## src/rtl/char_lcd_nibble_sequencer_core_defines.svh

```systemverilog
// Assertion macros shared by the character LCD nibble sequencer RTL.
// No dependencies; the top level includes this file.
`ifndef CHAR_LCD_NIBBLE_SEQUENCER_CORE_DEFINES_SVH
`define CHAR_LCD_NIBBLE_SEQUENCER_CORE_DEFINES_SVH

`ifndef SYNTHESIS
`define CLNS_ASSERT_SAME(lbl, ante, cons) \
   lbl: assert property (@(posedge clock) disable iff (reset) (ante) |-> (cons)) \
      else $error("clns assertion failed");
`define CLNS_ASSERT_NEXT(lbl, ante, cons) \
   lbl: assert property (@(posedge clock) disable iff (reset) (ante) |=> (cons)) \
      else $error("clns assertion failed");
`else
`define CLNS_ASSERT_SAME(lbl, ante, cons)
`define CLNS_ASSERT_NEXT(lbl, ante, cons)
`endif

`endif

```

## src/rtl/clns_pkg.sv

```systemverilog
// Types, codes and the microcode table of the character LCD nibble sequencer.
// No dependencies; every other RTL file imports this package.
package clns_pkg;

   // Input actions.
   localparam logic [2:0] ACT_CHAR   = 3'd0;
   localparam logic [2:0] ACT_CMD    = 3'd1;
   localparam logic [2:0] ACT_CURSOR = 3'd2;
   localparam logic [2:0] ACT_CLEAR  = 3'd3;
   localparam logic [2:0] ACT_HOME   = 3'd4;

   // Register indexes.
   localparam logic [1:0] REG_LINES = 2'd0;
   localparam logic [1:0] REG_WRAP  = 2'd1;
   localparam logic [1:0] REG_BL    = 2'd2;

   localparam logic [2:0] RST_LINES = 3'd2;
   localparam logic [5:0] RST_WRAP  = 6'd16;
   localparam logic       RST_BL    = 1'b1;

   // LCD command bytes.
   localparam logic [7:0] CMD_CLEAR = 8'h01;
   localparam logic [7:0] CMD_HOME  = 8'h02;
   localparam logic [7:0] CMD_DDRAM = 8'h80;

   // Beat phases within one LCD byte: three beats per nibble.
   localparam logic [2:0] PH_EN_HI  = 3'd1;
   localparam logic [2:0] PH_LO_NIB = 3'd3;
   localparam logic [2:0] PH_EN_LO  = 3'd4;
   localparam logic [2:0] PH_LAST   = 3'd5;

   // Byte sources.
   localparam logic [2:0] SRC_VAL   = 3'd0;
   localparam logic [2:0] SRC_CLEAR = 3'd1;
   localparam logic [2:0] SRC_HOME  = 3'd2;
   localparam logic [2:0] SRC_POS   = 3'd3;
   localparam logic [2:0] SRC_WRAP  = 3'd4;

   // Cursor updates applied at the end of a step.
   localparam logic [2:0] UPD_NONE = 3'd0;
   localparam logic [2:0] UPD_INC  = 3'd1;
   localparam logic [2:0] UPD_POS  = 3'd2;
   localparam logic [2:0] UPD_WRAP = 3'd3;
   localparam logic [2:0] UPD_HOME = 3'd4;

   // Jump conditions.
   localparam logic [1:0] CND_NEVER  = 2'd0;
   localparam logic [1:0] CND_ALWAYS = 2'd1;
   localparam logic [1:0] CND_NOWRAP = 2'd2;
   localparam logic [1:0] CND_ROWNZ  = 2'd3;

   // Program addresses.
   localparam logic [3:0] PC_CHAR     = 4'd0;
   localparam logic [3:0] PC_WRTEST   = 4'd1;
   localparam logic [3:0] PC_WRPOS    = 4'd2;
   localparam logic [3:0] PC_WRCLEAR  = 4'd3;
   localparam logic [3:0] PC_HOME     = 4'd4;
   localparam logic [3:0] PC_CMD      = 4'd5;
   localparam logic [3:0] PC_CURSOR   = 4'd6;
   localparam logic [3:0] PC_CLEAR    = 4'd7;
   localparam logic [3:0] PC_HALT     = 4'd15;

   typedef struct packed {
      logic [2:0] action;
      logic [7:0] byte_value;
      logic [5:0] target_column;
      logic [1:0] target_row;
   } req_type;

   typedef struct packed {
      logic [7:0] expander_byte;
      logic       last;
   } rsp_type;

   typedef struct packed {
      logic [2:0] line_count;
      logic [5:0] wrap_column;
      logic       backlight_on;
   } cfg_type;

   typedef struct packed {
      logic       halt;
      logic       send;
      logic [2:0] src;
      logic       rs;
      logic [2:0] upd;
      logic [1:0] cond;
      logic [3:0] target;
   } ucode_type;

   typedef struct packed {
      logic       load;
      logic       commit;
      logic [2:0] src;
      logic [2:0] upd;
   } dp_ctl_type;

   typedef struct packed {
      logic       nowrap;
      logic       rownz;
      logic [7:0] cmd_byte;
   } dp_stat_type;

   function automatic ucode_type clns_rom(input logic [3:0] pc);
      ucode_type w;
      w = '{halt: 1'b1, send: 1'b0, src: SRC_VAL, rs: 1'b0, upd: UPD_NONE,
            cond: CND_NEVER, target: PC_HALT};
      case (pc)
         PC_CHAR: w = '{1'b0, 1'b1, SRC_VAL, 1'b1, UPD_INC, CND_NOWRAP, PC_HALT};
         // Decision step only: off row 0 a wrap clears and homes the display.
         PC_WRTEST: w = '{1'b0, 1'b0, SRC_VAL, 1'b0, UPD_NONE, CND_ROWNZ, PC_WRCLEAR};
         PC_WRPOS: w = '{1'b0, 1'b1, SRC_WRAP, 1'b0, UPD_WRAP, CND_ALWAYS, PC_HALT};
         PC_WRCLEAR: w = '{1'b0, 1'b1, SRC_CLEAR, 1'b0, UPD_NONE, CND_NEVER, PC_HALT};
         PC_HOME: w = '{1'b0, 1'b1, SRC_HOME, 1'b0, UPD_HOME, CND_ALWAYS, PC_HALT};
         PC_CMD: w = '{1'b0, 1'b1, SRC_VAL, 1'b0, UPD_NONE, CND_ALWAYS, PC_HALT};
         PC_CURSOR: w = '{1'b0, 1'b1, SRC_POS, 1'b0, UPD_POS, CND_ALWAYS, PC_HALT};
         PC_CLEAR: w = '{1'b0, 1'b1, SRC_CLEAR, 1'b0, UPD_NONE, CND_ALWAYS, PC_HALT};
         default: ;
      endcase
      return w;
   endfunction

   function automatic logic [3:0] clns_entry(input logic [2:0] action);
      logic [3:0] pc;
      case (action)
         ACT_CHAR:   pc = PC_CHAR;
         ACT_CMD:    pc = PC_CMD;
         ACT_CURSOR: pc = PC_CURSOR;
         ACT_CLEAR:  pc = PC_CLEAR;
         ACT_HOME:   pc = PC_HOME;
         default:    pc = PC_HALT;
      endcase
      return pc;
   endfunction

   function automatic logic [6:0] clns_row_base(input logic [1:0] row);
      logic [6:0] b;
      case (row)
         2'd0:    b = 7'h00;
         2'd1:    b = 7'h40;
         2'd2:    b = 7'h14;
         default: b = 7'h54;
      endcase
      return b;
   endfunction

   // A row at or past the line count sits on the last line; zero lines counts as one.
   function automatic logic [1:0] clns_clamp(input logic [1:0] row, input logic [2:0] lines);
      logic [2:0] n;
      logic [2:0] top;
      n   = (lines == 3'd0) ? 3'd1 : lines;
      top = n - 3'd1;
      return ({1'b0, row} >= n) ? top[1:0] : row;
   endfunction

endpackage

```

## src/rtl/char_lcd_nibble_sequencer_core.sv

```systemverilog
// Top level of the character LCD nibble sequencer.
// Depends on clns_pkg, clns_csr, clns_datapath, clns_sequencer and the defines header.
`include "char_lcd_nibble_sequencer_core_defines.svh"

// Turns LCD operations (write char, raw command, set cursor, clear, home) into the
// expander byte stream for a 4-bit character LCD: each LCD byte goes out as six beats,
// high nibble first, each nibble as plain, enable set, enable cleared, with RS and the
// backlight bit merged in. The block keeps the cursor column and row and wraps written
// characters at the wrap column. While a step sends, one beat per cycle goes out from the
// result register unless the result side stalls; a written character that hits the wrap
// column also passes through a microcode decision step that sends no beat. Unused actions
// produce no beats and are taken without leaving idle. A new item is taken once the
// sequencer has issued the final beat of the previous one, even while that beat still
// waits in the result register.
module char_lcd_nibble_sequencer_core
   import clns_pkg::*;
(
   input  logic        clock,
   input  logic        reset,
   input  logic        req_valid,
   output logic        req_ready,
   input  req_type     req_payload,
   output logic        rsp_valid,
   input  logic        rsp_ready,
   output rsp_type     rsp_payload,
   input  logic        psel,
   input  logic        penable,
   input  logic        pwrite,
   input  logic [3:0]  paddr,
   input  logic [31:0] pwdata,
   output logic [31:0] prdata,
   output logic        pready
);

   cfg_type     cfg;
   dp_ctl_type  dp_ctl;
   dp_stat_type dp_stat;

   clns_csr u_csr (
      .clock   (clock),
      .reset   (reset),
      .psel    (psel),
      .penable (penable),
      .pwrite  (pwrite),
      .paddr   (paddr),
      .pwdata  (pwdata),
      .prdata  (prdata),
      .pready  (pready),
      .cfg     (cfg)
   );

   clns_datapath u_datapath (
      .clock       (clock),
      .reset       (reset),
      .req_payload (req_payload),
      .cfg         (cfg),
      .ctl         (dp_ctl),
      .stat        (dp_stat)
   );

   clns_sequencer u_sequencer (
      .clock        (clock),
      .reset        (reset),
      .req_valid    (req_valid),
      .req_ready    (req_ready),
      .req_action   (req_payload.action),
      .rsp_valid    (rsp_valid),
      .rsp_ready    (rsp_ready),
      .rsp_payload  (rsp_payload),
      .backlight_on (cfg.backlight_on),
      .stat         (dp_stat),
      .ctl          (dp_ctl)
   );

   // The final beat of an item always has the enable bit low.
   `CLNS_ASSERT_SAME(a_last_enable_low, rsp_valid && rsp_payload.last, !rsp_payload.expander_byte[2])
   // An accepted item with a program keeps the sequencer busy in the next cycle.
   `CLNS_ASSERT_NEXT(a_busy_after_start, req_valid && req_ready && req_payload.action <= ACT_HOME, !req_ready)
   // The enable pulse never lands on the RS-less bit 1.
   `CLNS_ASSERT_SAME(a_bit1_clear, rsp_valid, !rsp_payload.expander_byte[1])

endmodule

```

## src/rtl/clns_csr.sv

```systemverilog
// Configuration registers of the LCD nibble sequencer behind an APB-style port.
// Depends on clns_pkg.
module clns_csr
   import clns_pkg::*;
(
   input  logic        clock,
   input  logic        reset,
   input  logic        psel,
   input  logic        penable,
   input  logic        pwrite,
   input  logic [3:0]  paddr,
   input  logic [31:0] pwdata,
   output logic [31:0] prdata,
   output logic        pready,
   output cfg_type     cfg
);

   logic [2:0] lines_ff, lines_in;
   logic [5:0] wrap_ff, wrap_in;
   logic       bl_ff, bl_in;
   logic       wr_en;

   assign pready = 1'b1;
   assign wr_en  = psel & penable & pwrite;

   always_comb begin
      lines_in = lines_ff;
      wrap_in  = wrap_ff;
      bl_in    = bl_ff;
      if (wr_en) begin
         case (paddr[3:2])
            REG_LINES: lines_in = pwdata[2:0];
            REG_WRAP:  wrap_in  = pwdata[5:0];
            REG_BL:    bl_in    = pwdata[0];
            default: ;
         endcase
      end
   end

   always_ff @(posedge clock) begin
      if (reset) begin
         lines_ff <= RST_LINES;
         wrap_ff  <= RST_WRAP;
         bl_ff    <= RST_BL;
      end else begin
         lines_ff <= lines_in;
         wrap_ff  <= wrap_in;
         bl_ff    <= bl_in;
      end
   end

   always_comb begin
      case (paddr[3:2])
         REG_LINES: prdata = {29'd0, lines_ff};
         REG_WRAP:  prdata = {26'd0, wrap_ff};
         REG_BL:    prdata = {31'd0, bl_ff};
         default:   prdata = 32'd0;
      endcase
   end

   assign cfg = '{line_count: lines_ff, wrap_column: wrap_ff, backlight_on: bl_ff};

endmodule

```

## src/rtl/clns_datapath.sv

```systemverilog
// Datapath of the LCD nibble sequencer: held request, cursor registers, LCD byte select.
// Depends on clns_pkg; driven by clns_sequencer.
module clns_datapath
   import clns_pkg::*;
(
   input  logic        clock,
   input  logic        reset,
   input  req_type     req_payload,
   input  cfg_type     cfg,
   input  dp_ctl_type  ctl,
   output dp_stat_type stat
);

   req_type    hold_ff;
   logic [5:0] col_ff, col_in;
   logic [1:0] row_ff, row_in;
   logic [1:0] pos_row;
   logic [1:0] wrap_row;
   logic [5:0] col_inc;
   logic [6:0] pos_addr;
   logic [7:0] cmd_byte;

   assign pos_row  = clns_clamp(hold_ff.target_row, cfg.line_count);
   assign wrap_row = clns_clamp(2'd1, cfg.line_count);
   assign pos_addr = {1'b0, hold_ff.target_column} + clns_row_base(pos_row);
   assign col_inc  = col_ff + 6'd1;

   always_comb begin
      case (ctl.src)
         SRC_VAL:   cmd_byte = hold_ff.byte_value;
         SRC_CLEAR: cmd_byte = CMD_CLEAR;
         SRC_HOME:  cmd_byte = CMD_HOME;
         SRC_POS:   cmd_byte = CMD_DDRAM | {1'b0, pos_addr};
         SRC_WRAP:  cmd_byte = CMD_DDRAM | {1'b0, clns_row_base(wrap_row)};
         default:   cmd_byte = 8'd0;
      endcase
   end

   assign stat = '{nowrap:   (col_inc != cfg.wrap_column),
                   rownz:    (row_ff != 2'd0),
                   cmd_byte: cmd_byte};

   always_comb begin
      col_in = col_ff;
      row_in = row_ff;
      if (ctl.commit) begin
         case (ctl.upd)
            UPD_INC:  col_in = col_inc;
            UPD_POS: begin
               col_in = hold_ff.target_column;
               row_in = pos_row;
            end
            UPD_WRAP: begin
               col_in = 6'd0;
               row_in = wrap_row;
            end
            UPD_HOME: begin
               col_in = 6'd0;
               row_in = 2'd0;
            end
            default: ;
         endcase
      end
   end

   always_ff @(posedge clock) begin
      if (reset) begin
         col_ff <= 6'd0;
         row_ff <= 2'd0;
      end else begin
         col_ff <= col_in;
         row_ff <= row_in;
      end
   end

   always_ff @(posedge clock) begin
      if (ctl.load) begin
         hold_ff <= req_payload;
      end
   end

endmodule

```

## src/rtl/clns_sequencer.sv

```systemverilog
// Microcode sequencer: step counter, beat phase counter and the result register.
// Depends on clns_pkg; controls clns_datapath.
module clns_sequencer
   import clns_pkg::*;
(
   input  logic        clock,
   input  logic        reset,
   input  logic        req_valid,
   output logic        req_ready,
   input  logic [2:0]  req_action,
   output logic        rsp_valid,
   input  logic        rsp_ready,
   output rsp_type     rsp_payload,
   input  logic        backlight_on,
   input  dp_stat_type stat,
   output dp_ctl_type  ctl
);

   logic       run_ff, run_in;
   logic [3:0] pc_ff, pc_in;
   logic [2:0] phase_ff, phase_in;
   logic       rsp_valid_ff, rsp_valid_in;
   rsp_type    rsp_data_ff, rsp_data_in;

   ucode_type  word;
   ucode_type  next_word;
   ucode_type  entry_word;
   logic       cond_true;
   logic [3:0] next_pc;
   logic       next_halt;
   logic [3:0] entry_pc;
   logic       accept;
   logic       start;
   logic       out_free;
   logic       beat_go;
   logic       step_end;
   logic [3:0] nibble;
   logic       en_bit;

   assign word = clns_rom(pc_ff);

   always_comb begin
      case (word.cond)
         CND_NEVER:  cond_true = 1'b0;
         CND_ALWAYS: cond_true = 1'b1;
         CND_NOWRAP: cond_true = stat.nowrap;
         CND_ROWNZ:  cond_true = stat.rownz;
         default:    cond_true = 1'b0;
      endcase
   end

   assign next_pc    = cond_true ? word.target : pc_ff + 4'd1;
   assign next_word  = clns_rom(next_pc);
   assign next_halt  = next_word.halt;
   assign entry_pc   = clns_entry(req_action);
   assign entry_word = clns_rom(entry_pc);

   assign req_ready = !run_ff;
   assign accept    = req_valid && !run_ff;
   // Actions without a program are taken and dropped without leaving idle.
   assign start     = accept && !entry_word.halt;
   assign out_free  = !rsp_valid_ff || rsp_ready;
   assign beat_go   = run_ff && word.send && out_free;
   assign step_end  = run_ff && (!word.send || (beat_go && phase_ff == PH_LAST));

   assign nibble = (phase_ff < PH_LO_NIB) ? stat.cmd_byte[7:4] : stat.cmd_byte[3:0];
   assign en_bit = (phase_ff == PH_EN_HI) || (phase_ff == PH_EN_LO);

   always_comb begin
      run_in       = run_ff;
      pc_in        = pc_ff;
      phase_in     = phase_ff;
      rsp_valid_in = rsp_valid_ff;
      rsp_data_in  = rsp_data_ff;
      if (accept) begin
         pc_in  = entry_pc;
         run_in = start;
      end
      if (step_end) begin
         pc_in = next_pc;
         if (next_halt) begin
            run_in = 1'b0;
         end
      end
      if (beat_go) begin
         phase_in     = (phase_ff == PH_LAST) ? 3'd0 : phase_ff + 3'd1;
         rsp_valid_in = 1'b1;
         rsp_data_in.expander_byte = {nibble, backlight_on, en_bit, 1'b0, word.rs};
         rsp_data_in.last          = (phase_ff == PH_LAST) && next_halt;
      end else if (rsp_ready) begin
         rsp_valid_in = 1'b0;
      end
   end

   always_ff @(posedge clock) begin
      if (reset) begin
         run_ff       <= 1'b0;
         pc_ff        <= PC_HALT;
         phase_ff     <= 3'd0;
         rsp_valid_ff <= 1'b0;
      end else begin
         run_ff       <= run_in;
         pc_ff        <= pc_in;
         phase_ff     <= phase_in;
         rsp_valid_ff <= rsp_valid_in;
      end
   end

   always_ff @(posedge clock) begin
      rsp_data_ff <= rsp_data_in;
   end

   assign rsp_valid   = rsp_valid_ff;
   assign rsp_payload = rsp_data_ff;

   assign ctl = '{load: accept, commit: step_end, src: word.src, upd: word.upd};

endmodule

```

## config.mk

```make
export PLATFORM = sky130hd
export DESIGN_NAME = char_lcd_nibble_sequencer_core
export DESIGN_NICKNAME = d
export VERILOG_FILES = /design/src/rtl/clns_pkg.sv /design/src/rtl/char_lcd_nibble_sequencer_core.sv /design/src/rtl/clns_csr.sv /design/src/rtl/clns_datapath.sv /design/src/rtl/clns_sequencer.sv
export VERILOG_INCLUDE_DIRS = /design/src /design/src/rtl
export SDC_FILE = /design/constraint.sdc
export NUM_CORES = 1
export LEC_CHECK = 0
export BUFFER_PORTS_ARGS = -buffer_cell sky130_fd_sc_hd__buf_4
export CAP_MARGIN = 20
export CORE_MARGIN = 2
export CORE_UTILIZATION = 46
export CTS_CLUSTER_SIZE = 28
export DETAILED_ROUTE_END_ITERATION = 16
export PLACE_DENSITY = 0.77
export SYNTH_ARGS = -nofsm -noshare
export SYNTH_HDL_FRONTEND = slang
export SYNTH_SLANG_ARGS = --single-unit
```

## constraint.sdc

```tcl
create_clock -name clock -period 2.92 [get_ports clock]
set_input_delay 0.584 -clock clock [delete_from_list [all_inputs] [get_ports clock]]
set_output_delay 0.584 -clock clock [all_outputs]
set_load 0.01 [all_outputs]
```

* Yosys cells after proc, flatten, opt, wreduce, memory -nomap -nowiden *
Index checks and enable logic that the tools add are counted.

cells by class
  bitwise logic cells = 2
  divide/modulo/power cells = 0
  mux-type cells = 24
  eq/ne operators = 46
  multipliers = 0
  magnitude comparators = 3
  shift operators = 0
  add/subtract/negate cells = 5
  reduce and logical (&&, ||, !) cells = 35

operator list
  cell                 count
  $pmux 15 s8          2
  $pmux 14 s8          1
  $eq 4x3->1 const B   12
  $pmux 7 s3           2
  $pmux 8 s5           1
  $pmux 6 s3           2
  $eq 4x2->1 const B   6
  $pmux 4 s5           1
  $eq 3x2->1 const B   6
  $mux 4               4
  $eq 3x3->1 const B   5
  $eq 3x1->1 const B   4
  $eq 4x1->1 const B   3
  $logic_not 4->1      3
  $eq 2x2->1 const B   5
  $reduce_and 2->1     5
  $logic_not 3->1      3
  $eq 2x1->1 const B   4
  $logic_not 2->1      4
  $add 6x7->7          1
  $logic_and 1x1->1    7
  $add 6x1->6 const B  1
  $mux 3               2
  $ne 6x6->1           1
  16 further kinds     30

word-level totals
  memory bits (read-only) = 0
  logic and storage cells = 129
  register bits after elaboration = 51
  latch bits = 0
  output and inout bits = 44
  memories = 0
  memory bits (writable) = 0

* Depth between registers and ports, before layout *
Gate-level depths: netlist of the first run.

  word-level depth = 9
  gate-level depth with buffers = 16

* Cells and area by module *
Synthesis of the first run repeated with hierarchy kept, for this count alone.

unflattened totals
  cell total of the unflattened synthesis = 336
  area, all modules = 3,254.4 µm²

by module, submodules not included
  module          sequential area each (µm²)  area each (µm²)  times used  cells an instance
  clns_datapath   640.6                       1,367.6          1           136
  clns_sequencer  420.4                       1,133.6          1           114
  clns_csr        200.2                       753.2            1           86

* Least setup slack after synthesis of the first run *
No wires, ideal clock.

  path type = register to register
  start point = reg u_csr.lines_ff[2]
  end point = reg u_sequencer.rsp_data_ff, in the netlist u_sequencer.rsp_payload[7] (data pin)
  arrival time = 2.546 ns
  stages on the path, launching flop included = 17
  required time = 2.664 ns
  path buffers = 0
  path slack = 0.118 ns
  period minus slack after synthesis = 2.802 ns
  cells stage by stage = dfxtp_1 > nor2_1 > nor2_1 > inv_1 > ha_1 > nand2b_1 > a21oi_1 > nor2_1 > nand3_1 > nand2_1 > ha_1 > ha_1 > a21oi_1 > nor2b_1 > or3_1 > a31oi_1 > nor2_1

between the ends
  word-level cells in the longest chain between the ends = 9
  elaborated cells on any way between the ends = 18
  those cells by class = add/sub: 2; order compare: 2; eq/ne: 4; mux: 7; reduce/logical: 3

RTL lines
  what                                              line                              source
  from (decl)                                       clns_csr.sv:18                    logic [2:0] lines_ff, lines_in;
  from (signal assigned)                            clns_csr.sv:46                    lines_ff <= lines_in;
  $logic_not 3->1                                   clns_pkg.sv:151                   n = (lines == 3'd0) ? 3'd1 : lines;
  $mux 3 *                                          clns_pkg.sv:151
  $ge 2x3->1 / $sub 2x1->2 (equally long branches)  clns_pkg.sv:153, clns_pkg.sv:152
  $mux 2                                            clns_pkg.sv:153                   return ({1'b0, row} >= n) ? top[1:0] : row;
  $eq 2x2->1 (tied with other cells)                clns_pkg.sv:138                   case (row)
  $pmux 7 s3                                        clns_pkg.sv:138
  $add 6x7->7                                       clns_datapath.sv:25               assign pos_addr = {1'b0, hold_ff.target_column} + clns_row_base(pos_row);
  $pmux 8 s5 *                                      clns_datapath.sv:29               case (ctl.src)
  $mux 4 *                                          clns_sequencer.sv:66              assign nibble = (phase_ff < PH_LO_NIB) ? stat.cmd_byte[7:4] : stat.cmd_byte[3:0];
  via u_sequencer.nibble[2]                         clns_sequencer.sv:37              logic [3:0] nibble;
  to (signal assigned)                              clns_sequencer.sv:110             rsp_data_ff <= rsp_data_in;
  to (decl)                                         clns_sequencer.sv:23              rsp_type rsp_data_ff, rsp_data_in;

Mark *: on every way through the listed nets, which the timed path passes. The rest lies on a longest branch.
A chain may end at the register's enable or synchronous reset.

* Worst setup path in the final report of the first run *
Ends and elaborated chain as after synthesis.

==> flow_summary.toml, run 1 <==
[run_status]
status = "complete, no violations"

[logic_synthesis]
synth_cells = 341
avgSynthCellArea_um2 = 8.920
ys_warn_count = 0
synth_edf_count = 24
synth.most_common_cell = "nor2_1"
yosys.area.top_type = "edfxtp_1"
syn_area_mm2 = 0.003042
synth_cell_types = 53
async_flop_share = 0
synthTopCellsByArea = "edfxtp_1 24%, dfxtp_1 18%, buf_4 7.2%, nor2_1 5.7%, a21oi_1 5.4%"
synth_flop_cell = "dfxtp_1"
ys_seq_area_frac = 0.4146
synthTopCellsByCount = "46 x nor2_1, 33 x a21oi_1, 29 x buf_4"
ys_ff_latch = 51
synth_top_cell_area_share = 0.2369

[critical_path]
ff2ff_path_depth = 16
cp_max_fo = 4
reg2reg_from = "u_csr.lines_ff[2]"
rr_endpoint = "u_sequencer.rsp_payload[7]"
crit_path_top_delay_cell = "dfxtp_2"
crit_path_start = "u_csr.lines_ff[2]"
cp_cell_sequence = "nor2_2 -> nor2_1 -> inv_1 -> ha_1 -> nand2b_1 -> a21oi_2 -> nor2_1 -> nand3_1 -> nand2_1 -> ha_2 -> ha_2 -> a21oi_2 -> nor2b_1 -> or3_1 -> a31oi_1 -> nor2_1"
critPathRequiredTime_ns = 2.98
r2r_slack_ns = 0.16
critPathMaxStageDelay_ns = 0.34
critical_path_arrival_ns = 2.82
cpMostUsedCell = "nor2_1"
endpoint_kind = "flip-flop"
worstSetupPathType = "flip-flop to flip-flop"
cp-start-kind = "flip-flop"
crit_end = "u_sequencer.rsp_payload[7]"

[routing]
wl_per_cell_um = 13.13
routed_via_density = 5.321
wl_um = 6146
drtIter0Drc = 133
dr.pass1.iters = 5
ant_nets = 0
drcViolationCount = 0
vias = 2490

[sta]
max_freq_ghz = 0.3628
fin_crit_sh = 0.9440
timing.slew.headroom = 0.5782
worst_pin_slew_ns = 0.6314
slew_violations = 0
finClkSkew_ns = 0.01346
holdWs_ns = 0.4504
hold_viol_final = 0
period_minus_slack_ns = 2.757
setup_viol = 0

[place]
gp_congestion = 0.8865
hpwl_um = 4644
placed_cell_area_mm2 = 0.003398
io_buffers = 49

[power_and_ir_drop]
p_int_mw = 1.182
p_comb_frac = 0.198
p_seq_frac = 0.504
switchingPower_mw = 0.4600
p_clk_frac = 0.298
netSwitchingFraction = 0.2801
p_leak_nw = 1.460
power_density_mw_per_mm2 = 465.4
vdd_drop_max_mv = 0.3335

[layout]
layout.nets = 462
n_antenna_cell = 0
syn2layout_area_growth_pct = 16.00
fin_area_mm2 = 0.003528
drive_gt1_frac = 0.2097

[floorplan]
core.rowCount = 29
coreArea_mm2 = 0.006386
start_util = 0.4763
io_pins = 106
dieArea_mm2 = 0.007279
fp.dieH_um = 85.32
die_w_um = 85.32

[global_routing]
grt_pass1_vias = 2384
antenna_found_initial = 0
grt_overflow_total = 0
grt_max_degree = 27
grt_pass1_wl_um = 10600
grt_usage = 0.1803

[clocking]
postCtsHoldBufs = 0
cts_setup_buffers = 0
clk_pin_slew_ns = 0.09
clk_latency_ns = 0.31
cts_htree_levels = 2
cts_tree = "built"
numCtsBuffers = 5
numClockSinks = 51
root_buffer = "clkbuf_8"
clockBufferDepth = 2

[worst_hold_path]
min_path_type = "input pin to flip-flop"

[run]
maxCapViolations = 0
==> logic make-up (layout without fill, tap and decap cells) <==
logic type                 Yosys count  count (layout)  synth area share
other                                2              28          0.002469
buffers and inverters               53              77            0.1032
DFF                                 51              51            0.4146
xor gates and xnor gates            14              14           0.04031
adders and majority gates           10              10           0.04114
muxes                               12              12           0.03990
AOI/OAI and AO/OA                   87              87            0.1802
and+or+nand+nor                    112             112            0.1781
==> through the flow <==
stage | TNS, ns | worst slack (ns) | total power [mW] | utilization | cells
after global placement | 0 | 0.1038 | 1.149 | 0.5321 | 460
after global routing | -0.03318 | -0.03318 | 1.744 | 0.5525 | 468
final | 0 | 0.1635 | 1.642 | 0.5525 | 468
after CTS | 0 | 0.001213 | 1.651 | 0.5498 | 468
after floorplan | 0 | 0.1179 | 1.082 | - | 367
after detailed placement | 0 | 0.03656 | 1.160 | 0.5321 | 460
==> cell type report <==
| cell class | count | area (um^2) |
|---|---|---|
| inverters | 11 | 41.29 |
| repair buffers | 58 | 435.4 |
| clock inverters | 3 | 43.79 |
| fillers | 561 | 2858 |
| clock buffers | 5 | 68.82 |
| well taps | 77 | 96.34 |
| multi-input cells | 263 | 1579 |
| flip-flops and latches | 51 | 1264 |
==> worst max-delay path, delay by kind of cell, from the launching register on <==
| kind | cells | cell delay, ns |
|---|---|---|
| fa+ha+maj | 3 | 0.67 |
| flops | 1 | 0.34 |
| buf+inv | 1 | 0.05 |
| simple gates | 9 | 0.95 |
| compound gates | 3 | 0.52 |
==> registers in the layout, indices dropped and copies added, names as in the netlist <==
name and cells:
u_sequencer.phase_ff 3, u_sequencer.rsp_valid 1, u_sequencer.run_ff 1, u_csr.lines_ff 3, u_sequencer.rsp_payload 8, u_csr.bl_ff 1, u_datapath.col_ff 6, u_csr.wrap_ff 6
u_datapath.hold_ff 16, u_sequencer.pc_ff 4, u_datapath.row_ff 2
==> routing by layer <==
layer	global-route usage	part of all wire
met1	0.2314	0.44
met2	0.3104	0.50
met3	0.03405	0.050
met4	0.05051	0.014
met5	0	0
==> power by group through the flow <==
stage | Clock, mW | Combinational, mW | Sequential, mW
after floorplan | 0 | 0.256 | 0.826
after global placement | 0 | 0.307 | 0.841
after detailed placement | 0 | 0.318 | 0.842
after CTS | 0.504 | 0.321 | 0.826
after global routing | 0.543 | 0.367 | 0.834
final | 0.489 | 0.326 | 0.827
==> placed cells by master, fill, tap and decap left out, drive strengths merged, types with 5 or more instances in the layout <==
cell	netlist	final
buf	34	58
nor2	46	46
a21oi	34	34
conb	2	28
dfxtp	27	27
edfxtp	24	24
nand2	23	23
o21ai	19	19
inv	11	11
mux2i	11	11
ha	10	10
xnor2	8	8
nand2b	7	7
nand3	6	6
xor2	6	6
nor2b	5	5
clkbuf	8	5
==> timing repair <==
action                     4_1_cts  5_1_grt
hold endpoints to repair         0        0
resized for setup                0        7
setup endpoints to repair        0        2
==> worst min-delay path by stage <==
stage,cells past startpoint,startpoint,slack (ns),to
global route,1,req_payload[7],0.43,u_datapath.hold_ff[7]
global placement,0,u_csr.bl_ff,0.44,u_sequencer.rsp_payload[4]
floorplan,0,u_csr.bl_ff,0.42,u_sequencer.rsp_payload[4]
finish,1,req_payload[7],0.45,u_datapath.hold_ff[7]
detailed placement,2,u_datapath.row_ff[1],0.45,u_datapath.row_ff[1]
CTS,1,req_payload[7],0.44,u_datapath.hold_ff[7]
(Power assumes the default switching activity.)
==> run 2: changes to the inputs <==
--- a/config.mk
+++ b/config.mk
@@ -6,6 +6,7 @@
 export SDC_FILE = /design/constraint.sdc
 export NUM_CORES = 1
 export LEC_CHECK = 0
+export ABC_AREA = 1
 export BUFFER_PORTS_ARGS = -buffer_cell sky130_fd_sc_hd__buf_4
 export CAP_MARGIN = 20
 export CORE_MARGIN = 2
==> run 2 against run 1 <==
Effect of this change:
- flip-flop and latch count stayed put
- synthesized cell count up 13%
- area after synthesis rose by 0.78%
- global-route usage up 0.13 points
- critical path type unchanged
- highest routed layer unchanged
==> flow_summary.toml, run 2 <==
[sta]
holdWs_ns = 0.4423
worst_pin_slew_ns = 0.6200
rsz0062_at_grt = "no"
setup_viol = 0
hold_viol_final = 0
slew_violations = 0
fin_crit_sh = 0.9087
max_freq_ghz = 0.3769
fin_tns_setup_ns = 0
timing.slew.headroom = 0.5862
period_minus_slack_ns = 2.653
finClkSkew_ns = 0.02042

[critical_path]
cp-start-kind = "flip-flop"
critPathMaxStageDelay_ns = 0.43
crit_path_top_delay_cell = "dfxtp_1"
critical_path_arrival_ns = 2.73
critPathRequiredTime_ns = 3.00
worstSetupPathType = "flip-flop to flip-flop"
reg2reg_from = "u_csr.lines_ff[2]"
cp_max_fo = 5
endpoint_kind = "flip-flop"
crit_path_start = "u_csr.lines_ff[2]"
cpMostUsedCell = "nand2_1"
cp_cell_sequence = "o21bai_1 -> ha_1 -> o21ai_0 -> a21oi_1 -> nand3_1 -> o21ai_1 -> ha_1 -> nand3_1 -> nand2_1 -> xor2_1 -> a32o_1 -> nand2_1 -> nand2_1"

[logic_synthesis]
synth_top_cell_area_share = 0.2351
synth_cell_types = 39
syn_area_mm2 = 0.003065
synth_edf_count = 24
synthTopCellsByCount = "60 x nand2_1, 50 x inv_1, 37 x nand3_1"
ys_warn_count = 0
synth_flop_cell = "dfxtp_1"
synth_cells = 385
ys_seq_area_frac = 0.4114
synth.most_common_cell = "nand2_1"
avgSynthCellArea_um2 = 7.962
synthTopCellsByArea = "edfxtp_1 24%, dfxtp_1 18%, nand2_1 7.3%, buf_4 7.1%, inv_1 6.1%"
yosys.area.top_type = "edfxtp_1"
async_flop_share = 0
ys_ff_latch = 51

[run]
maxCapViolations = 0

[run_status]
status = "complete, no violations"

[global_routing]
grt_pass1_vias = 2488
grt_usage = 0.1817
grt_pass1_wl_um = 10810
grt_overflow_total = 0
antenna_found_initial = 0
grt_max_degree = 22

[clocking]
root_buffer = "clkbuf_8"
numClockSinks = 51
cts_tree = "built"
clockBufferDepth = 2
clk_latency_ns = 0.32
clk_pin_slew_ns = 0.10
cts_htree_levels = 2
cts_setup_buffers = 0
numCtsBuffers = 5

[layout]
fill_cells = 582
drive_gt1_frac = 0.1835
n_antenna_cell = 0
largest_reg_flops = 16
top_register = "u_datapath.hold_ff"
fin_util = 0.5480
multiInputGateArea_mm2 = 0.001446
fin_cells = 513
syn2layout_area_growth_pct = 14.16
layout.nets = 507
layout_commonest_cell = "nand2_1"
final_cell_mix = "60 x nand2_1, 50 x inv_1, 50 x buf_4, 37 x nand3_1, 32 x nor2_1"
seqCellArea_mm2 = 0.001261

[floorplan]
fp.dieH_um = 85.64
dieArea_mm2 = 0.007333
start_util = 0.4800
io_pins = 106
coreArea_mm2 = 0.006386
core.rowCount = 29
die_w_um = 85.64

[place]
hpwl_um = 4920
place_inst = 505
io_buffers = 49
gp_congestion = 0.8971

[routing]
vias = 2586
drtIter0Drc = 97
wl_um = 6388
routed_via_density = 5.041
highest_layer = "met4"
ant_nets = 0
wl_met2_um = 2981
wl_met3_um = 381
wl_per_cell_um = 12.45
drcViolationCount = 0
wl_met1_um = 2941
dr.pass1.iters = 4

[power_and_ir_drop]
power.total_mw = 1.732
power_density_mw_per_mm2 = 494.8
p_leak_nw = 1.568
vdd_drop_max_mv = 0.2937

[worst_hold_path]
min_path_type = "input pin to flip-flop"
min-delay-start = "req_payload[2]"
## run 2: cell types whose count changed after synthesis, sizes merged, moves of 5 or more
cell and change:
clkbuf -7, inv +44, mux2i -11, nor2b -5
nor2 -7, nand2b -7, nand3 +31, nand2 +40
xnor2 -7, o21ai +14
## run 2: layer usage
layer  vias up  track usage
li1       1328            -
met1      1161       0.2354
met2        89       0.3089
met3         8      0.03080
met4         0      0.05916
met5         -            0
## run 2: cells by family (layout without fill, tap and decap cells)
kind of cell             count (synthesis)  after routing  synth area share
other                                    2             28          0.002450
AO/OA/AOI/OAI                           82             82            0.1645
XOR/XNOR                                 4              4           0.01143
adder cells (fa/ha/maj)                 10             10           0.04082
flip-flops                              51             51            0.4114
AND/OR/NAND/NOR                        148            148            0.2208
buffers and inverters                   88            113            0.1486
## run 2: where the power goes
part / leakage, nW / total (mW) / switching [mW] / internal [mW]
clock network: 0.0557 / 0.500 / 0.244 / 0.257
registers: 0.443 / 0.844 / 0.0425 / 0.801
logic: 1.07 / 0.388 / 0.238 / 0.149
## run 2: area by class of cell
| class | instances | share of cell area |
|---|---|---|
| Multi-Input combinational cell | 272 | 0.4133 |
| Sequential cell | 51 | 0.3604 |
| Timing Repair Buffer | 50 | 0.1073 |
| Inverter | 55 | 0.06042 |
| Tap cell | 77 | 0.02753 |
| Clock buffer | 6 | 0.02074 |
| Clock inverter | 2 | 0.01037 |
## run 2: per-stage QoR
step	instance area (um^2)	worst slack [ns]
2_1_floorplan	3163	0.5449
3_3_place_gp	3391	0.3061
3_5_place_dp	3391	0.1920
4_1_cts	3500	0.1786
5_1_grt	3500	0.06824
6_report	3500	0.2666
## run 2: worst max-delay path: cells and delay by family (launching register included)
family                     cells  cell delay (ns)
AOI/OAI and AO/OA              5             0.87
xor gates and xnor gates       1             0.15
and+or+nand+nor                5             0.36
DFF                            1             0.43
adders and majority gates      2             0.62
## run 2: path summary, 6_finish.rpt
kind | to | slack [ns] | cells past startpoint
max | u_sequencer.rsp_payload[6] | 0.27 | 13
min | u_datapath.hold_ff[2] | 0.44 | 1
max reg2reg | u_sequencer.rsp_payload[6] | 0.27 | 13
min reg2reg | u_sequencer.rsp_payload[4] | 0.47 | 0
## run 2: timing repair
item,4_1_cts,5_1_grt
endpoints found under the setup margin,0,2
gates resized for setup,0,1
hold buffers,0,0
==> run 3: changes to the inputs <==
--- a/config.mk
+++ b/config.mk
@@ -9,11 +9,13 @@
 export ABC_AREA = 1
 export BUFFER_PORTS_ARGS = -buffer_cell sky130_fd_sc_hd__buf_4
 export CAP_MARGIN = 20
+export CORE_ASPECT_RATIO = 1.2
 export CORE_MARGIN = 2
 export CORE_UTILIZATION = 46
 export CTS_CLUSTER_SIZE = 28
 export DETAILED_ROUTE_END_ITERATION = 16
 export PLACE_DENSITY = 0.77
+export RECOVER_POWER = 100
 export SYNTH_ARGS = -nofsm -noshare
 export SYNTH_HDL_FRONTEND = slang
 export SYNTH_SLANG_ARGS = --single-unit
==> run 3 against run 2 <==
Effect of this change:
- core utilization shrank 1.6 points
- critical path depth did not move
- highest routed layer unchanged
- non-clock buffer count stayed put
- hold slack better by 0.029 ns
- critical path type unchanged
- flip-flop and latch count did not move
- sequential share of layout area is 0.76 points higher
- maximum frequency shrank 2.0%
- final area fell by 2.1%
==> flow_summary.toml, run 3 (synthesis gave the netlist of run 2 again) <==
[layout]
top_register = "u_datapath.hold_ff"
fin_cells = 521
drive_gt1_frac = 0.1353
final_cell_mix = "60 x nand2_1, 51 x inv_1, 37 x nand3_1, 33 x nor2_1, 31 x o21ai_0"
largest_reg_flops = 16
layout_commonest_cell = "nand2_1"
syn2layout_area_growth_pct = 11.80
n_antenna_cell = 0
layout.nets = 507
fin_area_mm2 = 0.003427

[place]
io_buffers = 49
gp_congestion = 0.8075
hpwl_um = 4867
placed_cell_area_mm2 = 0.003401
place_inst = 513

[sta]
max_freq_ghz = 0.3694
rsz0062_at_grt = "no"
holdWs_ns = 0.4710
slew_violations = 0
fin_crit_sh = 0.9271
period_minus_slack_ns = 2.707
finClkSkew_ns = 0.009494
setup_viol = 0
fin_tns_setup_ns = 0
hold_viol_final = 0
worst_pin_slew_ns = 0.9680
timing.slew.headroom = 0.3546

[power_and_ir_drop]
vdd_drop_max_mv = 0.2711
power_density_mw_per_mm2 = 493.9
p_leak_nw = 1.489

[clocking]
cts_htree_levels = 2
cts_resized = 0
cts_setup_buffers = 0
clk_latency_ns = 0.30
numCtsBuffers = 5
postCtsHoldBufs = 0
numClockSinks = 51
clk_pin_slew_ns = 0.10
cts_tree = "built"
root_buffer = "clkbuf_8"
clockBufferDepth = 2

[critical_path]
crit_family = "compound AO/OA/AOI/OAI gates"
crit_buf_inv = 0
cp-start-kind = "flip-flop"
critPathMaxStageDelay_ns = 0.42
critical_path_arrival_ns = 2.77
cpMostUsedCell = "nand2_1"
cp_max_fo = 5
worstSetupPathType = "flip-flop to flip-flop"
critPathRequiredTime_ns = 2.98
endpoint_kind = "flip-flop"
cp_cell_sequence = "o21bai_1 -> ha_1 -> o21ai_0 -> a21oi_1 -> nand3_1 -> o21ai_1 -> ha_1 -> nand3_1 -> nand2_1 -> xor2_1 -> a32o_1 -> nand2_1 -> nand2_1"
crit_path_top_delay_cell = "dfxtp_1"

[routing]
routed_via_density = 4.996
drtIter0Drc = 91
wl_per_cell_um = 11.73
wl_um = 6112
dr.pass1.iters = 4
ant_nets = 0
drcViolationCount = 0
vias = 2603

[worst_hold_path]
min_path_type = "input pin to flip-flop"

[floorplan]
coreArea_mm2 = 0.006446
io_pins = 106
fp.dieH_um = 93.43
dieArea_mm2 = 0.007336
start_util = 0.4755
die_w_um = 78.52
core.rowCount = 32

[global_routing]
grt_usage = 0.1779
antenna_found_initial = 0
grt_pass1_vias = 2519
grt_max_degree = 22
grt_pass1_wl_um = 10510
grt_overflow_total = 0

[run_status]
status = "complete, no violations"

[run]
maxCapViolations = 0
==> run 3: final timing paths <==
kind	from	end	slack (ns)	cells after the start
worst max-delay path	u_csr.lines_ff[2]	u_sequencer.rsp_payload[6]	0.21	13
worst min-delay path	req_payload[0]	u_datapath.hold_ff[0]	0.47	1
worst max register to register	u_csr.lines_ff[2]	u_sequencer.rsp_payload[6]	0.21	13
worst min register to register	u_csr.bl_ff	u_sequencer.rsp_payload[4]	0.47	0
==> run 3: final cells by class <==
type / instances / area (um^2)
fill: 645 / 3019
clock buffer: 5 / 68.82
multi-input combinational: 272 / 1429
sequential: 51 / 1261
inverter: 55 / 210.2
timing repair buffer: 50 / 307.8
clock inverter: 3 / 43.79
tap: 85 / 106.4
==> run 3: report_power, final <==
part | total, mW | switching, mW | leakage (nW) | internal, mW
logic | 0.361 | 0.227 | 0.987 | 0.134
registers | 0.842 | 0.0407 | 0.443 | 0.802
clock network | 0.489 | 0.234 | 0.0581 | 0.255
==> run 3: metrics by stage <==
stage,setup WS [ns],utilization,power (mW)
after floorplan,0.5449,-,1.154
after global placement,0.2995,0.5276,1.229
after detailed placement,0.1582,0.5276,1.240
after CTS,0.1009,0.5450,1.732
after global routing,0.003580,0.5316,1.796
final,0.2129,0.5316,1.693
==> run 3: metal layers <==
layer	vias up	track usage	wire (um)
met2	72	0.3333	3287
met1	1192	0.1938	2387
met4	0	0.08187	170
met3	13	0.02799	268
met5	-	0	0
li1	1326	-	-
